===== src/hdl/mfp_pkg.sv =====
// ----------------------------------------------------------------------------
// mfp_pkg: shared types and constants of the mesh frame parser
// Frame layout offsets, result kinds, status codes, register indexes and the
// entry that travels from the front end to the back end.
// ----------------------------------------------------------------------------
`default_nettype none

package mfp_pkg;

  // Frame layout, byte offsets from the start of the frame.
  localparam logic [15:0] HEADER_BYTES = 16'd30;
  localparam logic [15:0] NONCE_BYTES  = 16'd12;
  localparam logic [15:0] TAG_BYTES    = 16'd16;
  localparam logic [15:0] OFS_VERSION  = 16'd0;
  localparam logic [15:0] OFS_TYPE     = 16'd1;
  localparam logic [15:0] OFS_SENDER   = 16'd2;
  localparam logic [15:0] OFS_DEST     = 16'd6;
  localparam logic [15:0] OFS_MSGID    = 16'd10;
  localparam logic [15:0] OFS_TTL      = 16'd14;
  localparam logic [15:0] OFS_FLAGS    = 16'd15;
  localparam logic [15:0] OFS_NONCE    = 16'd16;
  localparam logic [15:0] OFS_LEN      = 16'd28;
  localparam logic [15:0] OFS_LEN_HI   = 16'd29;
  localparam logic [15:0] COUNT_MAX    = 16'hFFFF;

  // Smallest legal frame with an empty payload, at 17 bits for length sums.
  localparam logic [16:0] HDR_TAG_BYTES = 17'({1'b0, HEADER_BYTES} + {1'b0, TAG_BYTES});
  localparam logic [16:0] TAG_BYTES_W   = 17'({1'b0, TAG_BYTES});

  // Result kinds.
  localparam logic [2:0] KIND_HEADER  = 3'd0;
  localparam logic [2:0] KIND_NONCE   = 3'd1;
  localparam logic [2:0] KIND_PAYLOAD = 3'd2;
  localparam logic [2:0] KIND_TAG     = 3'd3;
  localparam logic [2:0] KIND_STATUS  = 3'd4;

  // Status codes.
  localparam logic [1:0] ST_OK        = 2'd0;
  localparam logic [1:0] ST_SHORT     = 2'd1;
  localparam logic [1:0] ST_VERSION   = 2'd2;
  localparam logic [1:0] ST_TOO_LONG  = 2'd3;

  // Configuration register indexes.
  localparam logic [7:0] REG_EXPECTED_VERSION = 8'd0;
  localparam logic [7:0] REG_MAX_PAYLOAD      = 8'd1;

  localparam logic [7:0]  EXPECTED_VERSION_RST = 8'd1;
  localparam logic [15:0] MAX_PAYLOAD_RST      = 16'd200;

  // Packed width of the master tdata bus (146 field bits, padded to bytes).
  localparam int unsigned OUT_DATA_W = 152;

  // One classified input byte: an optional byte or header result, then an
  // optional status result.
  typedef struct packed {
    logic        has_res;
    logic [2:0]  kind;
    logic [7:0]  msg_type;
    logic [31:0] src_id;
    logic [31:0] dest_id;
    logic [31:0] msg_id;
    logic [7:0]  ttl;
    logic [7:0]  flags;
    logic [15:0] decl_len;
    logic [7:0]  byte_out;
    logic        has_stat;
    logic [1:0]  status;
  } mfp_entry_t;

endpackage

`default_nettype wire


===== src/hdl/mfp_front.sv =====
// ----------------------------------------------------------------------------
// mfp_front: byte counter, header capture and classification
// Captures header fields, tags each byte with its kind and computes the
// frame status on the final byte. Holds the configuration registers.
// ----------------------------------------------------------------------------
`default_nettype none

module mfp_front
  import mfp_pkg::*;
(
  input  wire logic        clk,
  input  wire logic        rst,
  input  wire logic        in_fire,
  input  wire logic [7:0]  data_byte,
  input  wire logic        end_of_buffer,
  input  wire logic        cfg_fire,
  input  wire logic [7:0]  cfg_index,
  input  wire logic [15:0] cfg_data,
  output logic             push,
  output mfp_entry_t       entry
);

  logic [15:0] byte_count;
  logic [7:0]  expected_version;
  logic [15:0] max_payload;
  logic [7:0]  first_byte;
  logic [7:0]  type_reg;
  logic [31:0] sender_reg;
  logic [31:0] dest_reg;
  logic [31:0] msgid_reg;
  logic [7:0]  ttl_reg;
  logic [7:0]  flags_reg;
  logic [15:0] length_reg;

  logic        sat;
  logic [1:0]  lane;
  logic [15:0] rel;
  logic [16:0] tag_end;
  logic [15:0] len_now;
  logic [15:0] length_now;
  logic [7:0]  first_now;
  logic [16:0] need_len;

  assign sat  = (byte_count == COUNT_MAX);
  // Offsets 2..13 map onto little-endian lanes 0..3 by the two low bits.
  assign lane = byte_count[1:0] - 2'd2;
  assign rel  = byte_count - HEADER_BYTES;
  assign tag_end = {1'b0, length_reg} + TAG_BYTES_W;

  always_comb begin
    len_now    = sat ? byte_count : byte_count + 16'd1;
    length_now = (!sat && byte_count == OFS_LEN_HI) ? {data_byte, length_reg[7:0]}
                                                    : length_reg;
    first_now  = (!sat && byte_count == OFS_VERSION) ? data_byte : first_byte;
    need_len   = {1'b0, length_now} + HDR_TAG_BYTES;
  end

  always_comb begin
    entry          = '0;
    entry.has_stat = end_of_buffer;
    if (!sat) begin
      if (byte_count >= OFS_NONCE && byte_count < OFS_LEN) begin
        entry.has_res  = 1'b1;
        entry.kind     = KIND_NONCE;
        entry.byte_out = data_byte;
      end else if (byte_count == OFS_LEN_HI) begin
        entry.has_res     = 1'b1;
        entry.kind        = KIND_HEADER;
        entry.msg_type    = type_reg;
        entry.src_id      = sender_reg;
        entry.dest_id     = dest_reg;
        entry.msg_id      = msgid_reg;
        entry.ttl         = ttl_reg;
        entry.flags       = flags_reg;
        entry.decl_len    = length_now;
      end else if (byte_count >= HEADER_BYTES) begin
        if (rel < length_reg) begin
          entry.has_res  = 1'b1;
          entry.kind     = KIND_PAYLOAD;
          entry.byte_out = data_byte;
        end else if ({1'b0, rel} < tag_end) begin
          entry.has_res  = 1'b1;
          entry.kind     = KIND_TAG;
          entry.byte_out = data_byte;
        end
      end
    end
    if (end_of_buffer) begin
      entry.kind = entry.has_res ? entry.kind : KIND_STATUS;
      if ({1'b0, len_now} < HDR_TAG_BYTES) begin
        entry.status = ST_SHORT;
      end else if (first_now != expected_version) begin
        entry.status = ST_VERSION;
      end else if (length_now > max_payload) begin
        entry.status = ST_TOO_LONG;
      end else if ({1'b0, len_now} < need_len) begin
        entry.status = ST_SHORT;
      end else begin
        entry.status = ST_OK;
      end
    end
  end

  assign push = in_fire && (entry.has_res || end_of_buffer);

  always_ff @(posedge clk) begin
    if (rst) begin
      byte_count       <= '0;
      expected_version <= EXPECTED_VERSION_RST;
      max_payload      <= MAX_PAYLOAD_RST;
    end else begin
      if (cfg_fire) begin
        case (cfg_index)
          REG_EXPECTED_VERSION: expected_version <= cfg_data[7:0];
          REG_MAX_PAYLOAD:      max_payload      <= cfg_data;
          default: ;
        endcase
      end
      if (in_fire) begin
        if (end_of_buffer) begin
          byte_count <= '0;
        end else if (!sat) begin
          byte_count <= byte_count + 16'd1;
        end
      end
    end
  end

  // Header capture. These registers are always written before they are read
  // within a frame, so they carry no reset.
  always_ff @(posedge clk) begin
    if (in_fire && !sat) begin
      if (byte_count == OFS_VERSION) begin
        first_byte <= data_byte;
      end else if (byte_count == OFS_TYPE) begin
        type_reg <= data_byte;
      end else if (byte_count < OFS_DEST) begin
        sender_reg[lane*8 +: 8] <= data_byte;
      end else if (byte_count < OFS_MSGID) begin
        dest_reg[lane*8 +: 8] <= data_byte;
      end else if (byte_count < OFS_TTL) begin
        msgid_reg[lane*8 +: 8] <= data_byte;
      end else if (byte_count == OFS_TTL) begin
        ttl_reg <= data_byte;
      end else if (byte_count == OFS_FLAGS) begin
        flags_reg <= data_byte;
      end else if (byte_count == OFS_LEN) begin
        length_reg[7:0] <= data_byte;
      end else if (byte_count == OFS_LEN_HI) begin
        length_reg[15:8] <= data_byte;
      end
    end
  end

endmodule

`default_nettype wire


===== src/hdl/mfp_fifo.sv =====
// ----------------------------------------------------------------------------
// mfp_fifo: short queue between front end and back end
// Register-based first-in first-out queue with a combinational head.
// ----------------------------------------------------------------------------
`default_nettype none

module mfp_fifo
  import mfp_pkg::*;
#(
  parameter int unsigned DEPTH = 4
)(
  input  wire logic        clk,
  input  wire logic        rst,
  input  wire logic        push,
  input  wire mfp_entry_t  din,
  input  wire logic        pop,
  output mfp_entry_t       dout,
  output logic             full,
  output logic             empty
);

  localparam int unsigned AW = (DEPTH > 1) ? $clog2(DEPTH) : 1;
  localparam int unsigned CW = $clog2(DEPTH + 1);
  localparam logic [AW-1:0] LAST_PTR = AW'(DEPTH - 1);
  localparam logic [CW-1:0] FULL_CNT = CW'(DEPTH);

  mfp_entry_t    slots [DEPTH];
  logic [AW-1:0] wptr;
  logic [AW-1:0] rptr;
  logic [CW-1:0] count;

  assign full  = (count == FULL_CNT);
  assign empty = (count == '0);
  assign dout  = slots[rptr];

  always_ff @(posedge clk) begin
    if (push) begin
      slots[wptr] <= din;
    end
  end

  always_ff @(posedge clk) begin
    if (rst) begin
      wptr  <= '0;
      rptr  <= '0;
      count <= '0;
    end else begin
      if (push) begin
        wptr <= (wptr == LAST_PTR) ? '0 : wptr + 1'b1;
      end
      if (pop) begin
        rptr <= (rptr == LAST_PTR) ? '0 : rptr + 1'b1;
      end
      if (push && !pop) begin
        count <= count + 1'b1;
      end else if (pop && !push) begin
        count <= count - 1'b1;
      end
    end
  end

endmodule

`default_nettype wire


===== src/hdl/mfp_back.sv =====
// ----------------------------------------------------------------------------
// mfp_back: result sequencer and output register
// Unpacks each queued entry into one or two results on the master stream.
// ----------------------------------------------------------------------------
`default_nettype none

module mfp_back
  import mfp_pkg::*;
(
  input  wire logic                  clk,
  input  wire logic                  rst,
  input  wire mfp_entry_t            head,
  input  wire logic                  empty,
  output logic                       pop,
  output logic                       m_tvalid,
  input  wire logic                  m_tready,
  output logic [OUT_DATA_W-1:0]      m_tdata,
  output logic [2:0]                 m_tuser,
  output logic                       m_tlast
);

  logic phase;   // set once the byte or header result of the head is out
  logic load;
  logic send_res;

  assign load     = !m_tvalid || m_tready;
  assign send_res = head.has_res && !phase;
  assign pop      = load && !empty && !(send_res && head.has_stat);

  always_ff @(posedge clk) begin
    if (rst) begin
      m_tvalid <= 1'b0;
      phase    <= 1'b0;
    end else if (load) begin
      m_tvalid <= !empty;
      if (!empty) begin
        phase <= send_res && head.has_stat;
      end
    end
  end

  always_ff @(posedge clk) begin
    if (load && !empty) begin
      if (send_res) begin
        m_tdata <= {6'd0, 2'd0, head.byte_out, head.decl_len, head.flags,
                    head.ttl, head.msg_id, head.dest_id, head.src_id,
                    head.msg_type};
        m_tuser <= head.kind;
        m_tlast <= 1'b0;
      end else begin
        m_tdata <= {6'd0, head.status, 144'd0};
        m_tuser <= KIND_STATUS;
        m_tlast <= 1'b1;
      end
    end
  end

endmodule

`default_nettype wire


===== src/hdl/mesh_frame_parser_unit.sv =====
// ----------------------------------------------------------------------------
// mesh_frame_parser_unit: byte-serial receiver for one mesh frame
// Captures the 30-byte little-endian header, forwards nonce, payload and tag
// bytes tagged by kind, and closes each buffer with a status result.
// ----------------------------------------------------------------------------
//
//  Channel   Signals                              Direction  Carries
//  -------   -----------------------------------  ---------  --------------------------
//  s_*       s_tvalid s_tready s_tdata s_tlast    in         one buffer byte, last flag
//  m_*       m_tvalid m_tready m_tdata m_tuser    out        header, byte or status
//            m_tlast                                         result, kind in tuser
//  cfg_*     cfg_valid cfg_ready cfg_index        in         register writes
//            cfg_data
//
// The block takes one byte per cycle while the queue has room. A result
// passes through the queue and the output register to the master side.
// A final byte that also ends in a nonce, payload, tag or header result
// yields two results one after the other and holds up the output while
// both go out; the queue between front end and back end absorbs that.
// Reset is synchronous and active high; it restores the register defaults
// and empties the queue, with no clearing pass. Stalls on the master side
// back up through the queue to s_tready only once the queue is full.
// ----------------------------------------------------------------------------
`default_nettype none

module mesh_frame_parser_unit
  import mfp_pkg::*;
#(
  parameter int unsigned FIFO_DEPTH = 4   // queue entries, 2 to 16
)(
  input  wire logic                  clk,
  input  wire logic                  rst,
  // Slave stream: tdata = data_byte[7:0]; tlast = end_of_buffer.
  input  wire logic                  s_tvalid,
  output logic                       s_tready,
  input  wire logic [7:0]            s_tdata,
  input  wire logic                  s_tlast,
  // Master stream: tdata, from bit 0 up = msg_type[7:0], src_id[39:8],
  // dest_id[71:40], msg_id[103:72], ttl[111:104], flags[119:112],
  // decl_len[135:120], byte_out[143:136], status[145:144], zeros[151:146].
  output logic                       m_tvalid,
  input  wire logic                  m_tready,
  output logic [OUT_DATA_W-1:0]      m_tdata,
  output logic [2:0]                 m_tuser,   // kind[2:0]
  output logic                       m_tlast,   // last
  // Configuration writes: index 0 expected_version, index 1 max_payload.
  input  wire logic                  cfg_valid,
  output logic                       cfg_ready,
  input  wire logic [7:0]            cfg_index,
  input  wire logic [15:0]           cfg_data
);

  mfp_entry_t front_entry;
  mfp_entry_t head;
  logic       push;
  logic       pop;
  logic       full;
  logic       empty;
  logic       in_fire;
  logic       cfg_fire;

  // Configuration is always accepted; the front end owns the registers.
  assign cfg_ready = 1'b1;
  assign cfg_fire  = cfg_valid && cfg_ready;

  // A byte is taken whenever the queue has room, even while the output waits.
  assign s_tready = !full;
  assign in_fire  = s_tvalid && s_tready;

  mfp_front u_front (
    .clk           (clk),
    .rst           (rst),
    .in_fire       (in_fire),
    .data_byte     (s_tdata),
    .end_of_buffer (s_tlast),
    .cfg_fire      (cfg_fire),
    .cfg_index     (cfg_index),
    .cfg_data      (cfg_data),
    .push          (push),
    .entry         (front_entry)
  );

  mfp_fifo #(
    .DEPTH (FIFO_DEPTH)
  ) u_fifo (
    .clk   (clk),
    .rst   (rst),
    .push  (push),
    .din   (front_entry),
    .pop   (pop),
    .dout  (head),
    .full  (full),
    .empty (empty)
  );

  mfp_back u_back (
    .clk      (clk),
    .rst      (rst),
    .head     (head),
    .empty    (empty),
    .pop      (pop),
    .m_tvalid (m_tvalid),
    .m_tready (m_tready),
    .m_tdata  (m_tdata),
    .m_tuser  (m_tuser),
    .m_tlast  (m_tlast)
  );

endmodule

`default_nettype wire


===== config.mk =====
export PLATFORM = sky130hd
export DESIGN_NAME = mesh_frame_parser_unit
export DESIGN_NICKNAME = d
export VERILOG_FILES = /design/src/hdl/mfp_pkg.sv /design/src/hdl/mfp_front.sv /design/src/hdl/mfp_fifo.sv /design/src/hdl/mfp_back.sv /design/src/hdl/mesh_frame_parser_unit.sv
export SDC_FILE = /design/constraint.sdc
export NUM_CORES = 1
export LEC_CHECK = 0
export BUFFER_PORTS_ARGS = -buffer_cell sky130_fd_sc_hd__buf_2
export CAP_MARGIN = 5
export CELL_PAD_IN_SITES_DETAIL_PLACEMENT = 0
export CELL_PAD_IN_SITES_GLOBAL_PLACEMENT = 1
export CORE_ASPECT_RATIO = 2
export CORE_MARGIN = 1.5
export CORE_UTILIZATION = 31
export CTS_CLUSTER_SIZE = 16
export DETAILED_ROUTE_END_ITERATION = 7
export GPL_ROUTABILITY_DRIVEN = 0
export GPL_TIMING_DRIVEN = 0
export PLACE_DENSITY = 0.57
export SETUP_SLACK_MARGIN = 0.1
export SLEW_MARGIN = 20
export SYNTH_ARGS = -nofsm -noshare
export SYNTH_HDL_FRONTEND = slang
export SYNTH_SLANG_ARGS = --single-unit

===== constraint.sdc =====
create_clock -name clk -period 19.1 [get_ports clk]
set_input_delay 0 -clock clk [delete_from_list [all_inputs] [get_ports clk]]
set_output_delay 0 -clock clk [all_outputs]
set_load 0.01 [all_outputs]

==> flow_metrics.tcl, run 1 <==
set metrics [dict create \
    fp.coreArea_sq_um 122500 \
    pre_cts_slack_ns 12.90 \
    whs_ns 0.02910 \
    syn_to_final_growth_pct 18.64 \
    pwr-share-clk_pct 32.1 \
    layout_commonest_cell "edfxtp_1" \
    p_int_mw 4.178 \
    min_path_type "input pin to register" \
    yosysUniqueCellTypes 63 \
    place_inst 3967 \
    die_h_microns 499.3 \
    clk-insertion-delay-late_ns 0.69 \
    num_vias 19810 \
    startpoint_type "register" \
    swShare_pct 27.59 \
    cap_violations 0 \
    num_io_pins 197 \
    grt_pass1_vias 20110 \
    start_util_pct 31.16 \
    total_power_mw 5.770 \
    period_share_pct 32.11 \
    startpoint "u_front.byte_count[7]" \
    netlist_area_sq_um 38180 \
    synth_edf_count 898 \
    wl_per_cell_microns 22.39 \
    die_x_microns 251.2 \
    fin_crit_ns 6.134 \
    hold_violations 0 \
    min_from "cfg_index[1]" \
    postCtsSetupBuffers 0 \
    drtIter0Drc 1236 \
    dr.pass1.iters 7 \
    rsz0062_at_grt "false" \
    fin_cells 4170 \
    yosysSeqAreaShare_pct 73.30 \
    synth_top_flop_cell "edfxtp_1" \
    outcome "finished clean" \
    drt_wl_total_microns 93360 \
    reg_top3 "u_fifo.slots: 604 flops, u_back.m_tdata: 146 flops" \
    switchingPower_mw 1.592 \
    grt_max_degree 44 \
    setup_viol 0 \
    tns_ns 0 \
    crit_fanout 43 \
    synth_top_family_by_area "multiplexers" \
    maxSlewViolCount 0 \
    grt_pass1_wl_microns 136000 \
    synth.area.mux_share_pct 9.969 \
    antenna_found_initial 5 \
    yosys.area_share.simple_pct 8.789 \
    power_frac_seq_pct 46.2 \
    drive_gt1_share_pct 21.39 \
    crit_type "register to register" \
    ys_seq_elements 949 \
    tightest_slew_ns 1.134 \
    leakage_nw 15.56 \
    cts_buffer_depth 3 \
    drc_errors 0 \
    placed_cell_area_sq_um 41890 \
    max_freq_mhz 163.0 \
    ctsHtreeMaxLevel 3 \
    r2r-start "u_front.byte_count[7]" \
    grt_use_total_pct 14.89 \
    largest_reg_flops 604 \
    relSlewSlack_pct 22.47 \
    dp_hpwl_microns 63240 \
    critPathCaptureType "register" \
    p_comb_share_pct 21.7 \
    cts_tree "done" \
    synthAdderAreaFrac_pct 2.478 \
    cp.arrival_ns 6.50 \
    ys_warn_count 0 \
    power_density_nw_per_um2 127.4 \
    setup_ws_ns 12.97 \
    vias_per_cell 4.751 \
    syn-mean-instance-area_sq_um 17.54 \
    syn_inst 2177 \
    synthXorXnorAreaFrac_pct 1.216 \
    rows 182 \
    numCtsBuffers 89 \
    clk_pin_slew_worst_paths_ns 0.07 \
    fin_util_pct 36.97 \
    numClockSinks 949 \
    cts_root_buf "clkbuf_16" \
    r2r_slack_ns 12.97 \
    finalClockSkew_ns 0.04102 \
    vdd_drop_max_mv 0.1242 \
    mostFrequentLayoutCells "edfxtp_1, buf_2, nor2b_1, and2_1, mux4_2" \
    worstPathRequired_ns 19.46 \
    ant_nets 0 \
    synth-compound-area-share_pct 2.435 \
    overflow 0 \
    regMostFlops "u_fifo.slots" \
    layout.nets 2644 \
    synthArstFlopShare_pct 0 \
    design_area_sq_um 45300 \
    die-area_sq_um 125400 \
    io_buffers 188 \
]
==> layout make-up <==
type                       instances  area, sq um
sequential                       949        27990
multi-input combinational       1062         9641
antenna                            2        5.005
timing repair buffer             258         1988
tap                             1564         1957
inverter                          62        232.7
buffer                           109        454.2
clock inverter                    66        770.7
clock buffer                      98         2261
fill                           11490        77220
==> path summary, 6_finish.rpt <==
check | endpoint | depth (start not counted)
hold / removal | u_front.max_payload[0] | 5
setup reg to reg | u_fifo.slots[0][94] | 18
setup / recovery | u_fifo.slots[0][94] | 18
hold reg to reg | u_front.max_payload[14] | 2
==> power by group through the flow <==
stage | Clock, mW | Combinational [mW] | Sequential [mW]
final | 1.85 | 1.25 | 2.66
after global routing | 1.97 | 1.36 | 2.69
after CTS | 1.90 | 1.30 | 2.67
after detailed placement | 0 | 1.29 | 2.71
after global placement | 0 | 1.17 | 2.85
after floorplan | 0 | 0.610 | 2.86
==> critical path, stage by stage, from the launching register on <==
cell and delay, ns:
dfxtp_1 0.30, clkbuf_1 0.18, nor4_1 0.61, nor2b_1 0.20, clkbuf_1 0.28, nand2_1 0.18, xnor2_1 0.27, ha_1 0.29
a21o_1 0.18, a21oi_1 0.13, nor2b_1 0.06, o41ai_1 0.54, a21oi_1 0.28, o21ai_1 0.68, and2_4 0.51, buf_12 0.26
buf_16 0.25, buf_16 0.27, buf_16 0.29
==> Yosys cell counts (3+ instances only) <==
cell       instances  area share (%)
edfxtp_1         898              71
and2_1           156             2.6
nor2b_1          153             2.5
mux4_2           151             8.9
clkbuf_1          93            0.91
nor2_1            91            0.89
ha_1              74             2.4
inv_1             61            0.60
nand2_1           54            0.53
dfxtp_1           51             2.7
nor3_1            38            0.50
mux2i_1           36            0.94
a21oi_1           30            0.39
xnor2_1           29            0.67
xor2_1            24            0.55
nand4_1           22            0.36
nor4_1            22            0.36
nand3_1           20            0.26
o21ai_0           20            0.26
a21o_1            14            0.28
a22oi_1           13            0.26
o21a_1             9            0.18
and3_1             8            0.13
buf_4              8            0.16
o22ai_1            8            0.13
o31ai_1            8            0.16
or3_1              8            0.13
and4_1             6            0.14
o211ai_1           5           0.098
a211oi_1           4           0.079
a31oi_1            4           0.066
buf_1              4           0.039
mux2_2             4            0.12
nand2b_1           4           0.066
buf_2              3           0.039
o2111ai_1          3           0.069
or4_1              3           0.059
==> kinds of logic after synthesis <==
group,count (synthesis)
fa+ha+maj,75
buf+inv,171
other cells,2
flops,949
compound gates,139
xor+xnor,53
mux,191
simple gates,597
==> layer usage <==
layer  GRT usage (%)  wire length [microns]  vias to the layer above
met4           5.719                   2984                        0
met2           23.92                  44140                      503
met3           2.072                   4168                      133
met1           20.43                  42070                    10100
met5               0                      0                        -
li1                -                      -                     9078
==> repair_timing <==
item | CTS | global route
resized for setup | 0 | 0
hold buffers | 37 | 0
hold endpoints to repair | 91 | 0
Power figures use the tool's default switching activity.
==> inputs of run 2 (changes only) <==
PLACE_DENSITY = 0.59   (was 0.57)
clock period = 5.2 ns   (was 19.1 ns; I/O delays follow)
==> run 2 against run 1 <==
Against the previous run:
- sequential cell count did not move
- critical path depth rose by 3
- design area rose by 0.55%
- register-to-register slack got worse by 13 ns
- via count rose by 0.57%
==> flow_metrics.tcl, run 2 (synthesis gave the netlist of run 1 again) <==
set metrics [dict create \
    dr.pass1.iters 7 \
    tightest_slew_ns 1.167 \
    drt_wl_total_microns 93690 \
    drtIter0Drc 1315 \
    startpoint_type "register" \
    num_io_pins 197 \
    layout.nets 2661 \
    mostFrequentLayoutCells "edfxtp_1, buf_2, nor2b_1, and2_1, mux4_2" \
    syn_to_final_growth_pct 19.29 \
    overflow 0 \
    startpoint "u_front.byte_count[7]" \
    n_antenna_cell 0 \
    period_share_pct 92.77 \
    leakage_nw 15.48 \
    p_comb_share_pct 22.0 \
    min_from "cfg_data[12]" \
    cp_cell_sequence "clkbuf_1 -> nor4_4 -> nor2b_1 -> clkbuf_2 -> nand2_1 -> nor3_1 -> xnor2_1 -> ha_1 -> a211oi_1 -> o31ai_1 -> a21oi_1 -> a2bb2oi_2 -> a21oi_2 -> o21ai_4 -> buf_4 -> ha_1 -> inv_1 -> fa_1 -> xor2_1 -> or3_1 -> a21oi_1" \
    finalClockSkew_ns 0.03113 \
    outcome "finished clean" \
    layout_commonest_cell "edfxtp_1" \
    largest_reg_flops 604 \
    num_vias 19930 \
    numCtsBuffers 88 \
    start_util_pct 31.16 \
    reg_top3 "u_fifo.slots: 604 flops, u_back.m_tdata: 146 flops" \
    placed_cell_area_sq_um 41890 \
    multi_input_area_sq_um 9712 \
    place_inst 3968 \
    swShare_pct 27.38 \
    hold_violations 0 \
    tns_ns 0 \
    cp_slowest_cell "fa_1" \
    dp_hpwl_microns 63450 \
    clk-insertion-delay-late_ns 0.69 \
    numClockSinks 949 \
    grt_pass1_vias 20310 \
    cts_tree "done" \
    vias_per_cell 4.764 \
    relSlewSlack_pct 21.59 \
    worstPathRequired_ns 5.81 \
    io_buffers 188 \
    grt_use_total_pct 14.83 \
    die-area_sq_um 125400 \
    ant_nets 0 \
    power_frac_seq_pct 46.3 \
    die_h_microns 499.3 \
    antenna_found_initial 3 \
    maxSlewViolCount 0 \
    design_area_sq_um 45540 \
    clk_pin_slew_worst_paths_ns 0.07 \
    crit_fanout 7 \
    regMostFlops "u_fifo.slots" \
    cap_violations 0 \
    fin_cells 4182 \
    max_freq_mhz 207.3 \
    fp.coreArea_sq_um 122500 \
    n_fill_cell 11410 \
    power_density_nw_per_um2 462.5 \
    total_power_mw 21.07 \
    die_x_microns 251.2 \
    vdd_drop_max_mv 0.4987 \
    r2r_end "u_fifo.count[2]" \
    rows 182 \
    r2r-start "u_front.byte_count[7]" \
    p_int_mw 15.30 \
    switchingPower_mw 5.768 \
    wl_per_cell_microns 22.40 \
    ctsHtreeMaxLevel 3 \
    setup_viol 0 \
    cp_slowest_stage_delay_ns 0.37 \
    critPathCaptureType "register" \
    cp.arrival_ns 5.44 \
    fin_crit_ns 4.824 \
    rsz0062_at_grt "false" \
    crit_type "register to register" \
    regArea_sq_um 27990 \
    min_to "u_front.max_payload[12]" \
    drive_gt1_share_pct 22.12 \
    cts_root_buf "clkbuf_16" \
    grt_max_degree 43 \
    r2r_slack_ns 0.38 \
    grt_pass1_wl_microns 136100 \
    pwr-share-clk_pct 31.7 \
    r2r_cells 21 \
    drc_errors 0 \
    cts_buffer_depth 3 \
    min_path_type "input pin to register" \
    min_path_cells 4 \
]
[run 2: timing repair]
item / CTS / global route
gates resized for setup: 9 / 10
setup buffers: 4 / 6
endpoints found under the hold margin: 120 / 0
setup endpoints to repair: 576 / 178
gates cloned: 1 / 3
hold buffers: 39 / 0
pin swaps: 3 / 3
[run 2: worst max-delay path by stage]
stage	endpoint	slack (ns)	cells after the start
global placement	u_fifo.slots[1][19]	-3.12	15
finish	u_fifo.count[2]	0.38	21
CTS	u_fifo.slots[3][0]	0.14	16
floorplan	u_fifo.slots[0][0]	-0.15	14
global route	u_fifo.slots[2][1]	0.10	15
detailed placement	u_fifo.slots[3][21]	-0.83	13
[run 2: metal layers]
| metal | wire (microns) | vias to the layer above | track usage [%] | share of wire, % |
|---|---|---|---|---|
| met4 | 2036 | 0 | 4.378 | 2.2 |
| met3 | 4047 | 106 | 2.098 | 4.3 |
| met2 | 45950 | 514 | 24.68 | 49 |
| met5 | 0 | - | 0 | 0 |
| met1 | 41650 | 10180 | 20.11 | 44 |
| li1 | - | 9128 | - | - |
[run 2: power groups by stage]
stage	combinational, mW	clock (mW)	sequential (mW)
after floorplan	2.25	0	10.3
after global placement	4.32	0	10.1
after detailed placement	4.73	0	9.92
after CTS	4.77	6.87	9.78
after global routing	5.03	7.14	9.84
final	4.63	6.68	9.75
[run 2: critical path: cells and delay by family, from the launching register on]
| kind | cells | cell delay (ns) |
|---|---|---|
| compound gates | 7 | 1.36 |
| simple gates | 5 | 1.14 |
| fa+ha+maj | 3 | 0.87 |
| buf+inv | 4 | 0.66 |
| xor+xnor | 2 | 0.40 |
| flops | 1 | 0.29 |
[run 2: through the flow]
step | utilization (%) | worst slack (ns) | hold WS [ns]
2_1_floorplan | - | -0.1490 | 0.09887
3_3_place_gp | 33.56 | -3.119 | 0.2298
3_5_place_dp | 34.19 | -0.8254 | 0.2380
4_1_cts | 37.03 | 0.1384 | 0.03709
5_1_grt | 37.18 | 0.1011 | 0.1027
6_report | 37.18 | 0.3761 | 0.08285
[run 2: area by class of cell]
| type | instances | area share [%] |
|---|---|---|
| buffer | 109 | 1.011 |
| sequential | 949 | 61.45 |
| multi-input combinational | 1063 | 21.32 |
| clock inverter | 53 | 1.453 |
| inverter | 62 | 0.5110 |
| clock buffer | 107 | 5.173 |
| tap | 1564 | 4.297 |
| timing repair buffer | 275 | 4.783 |
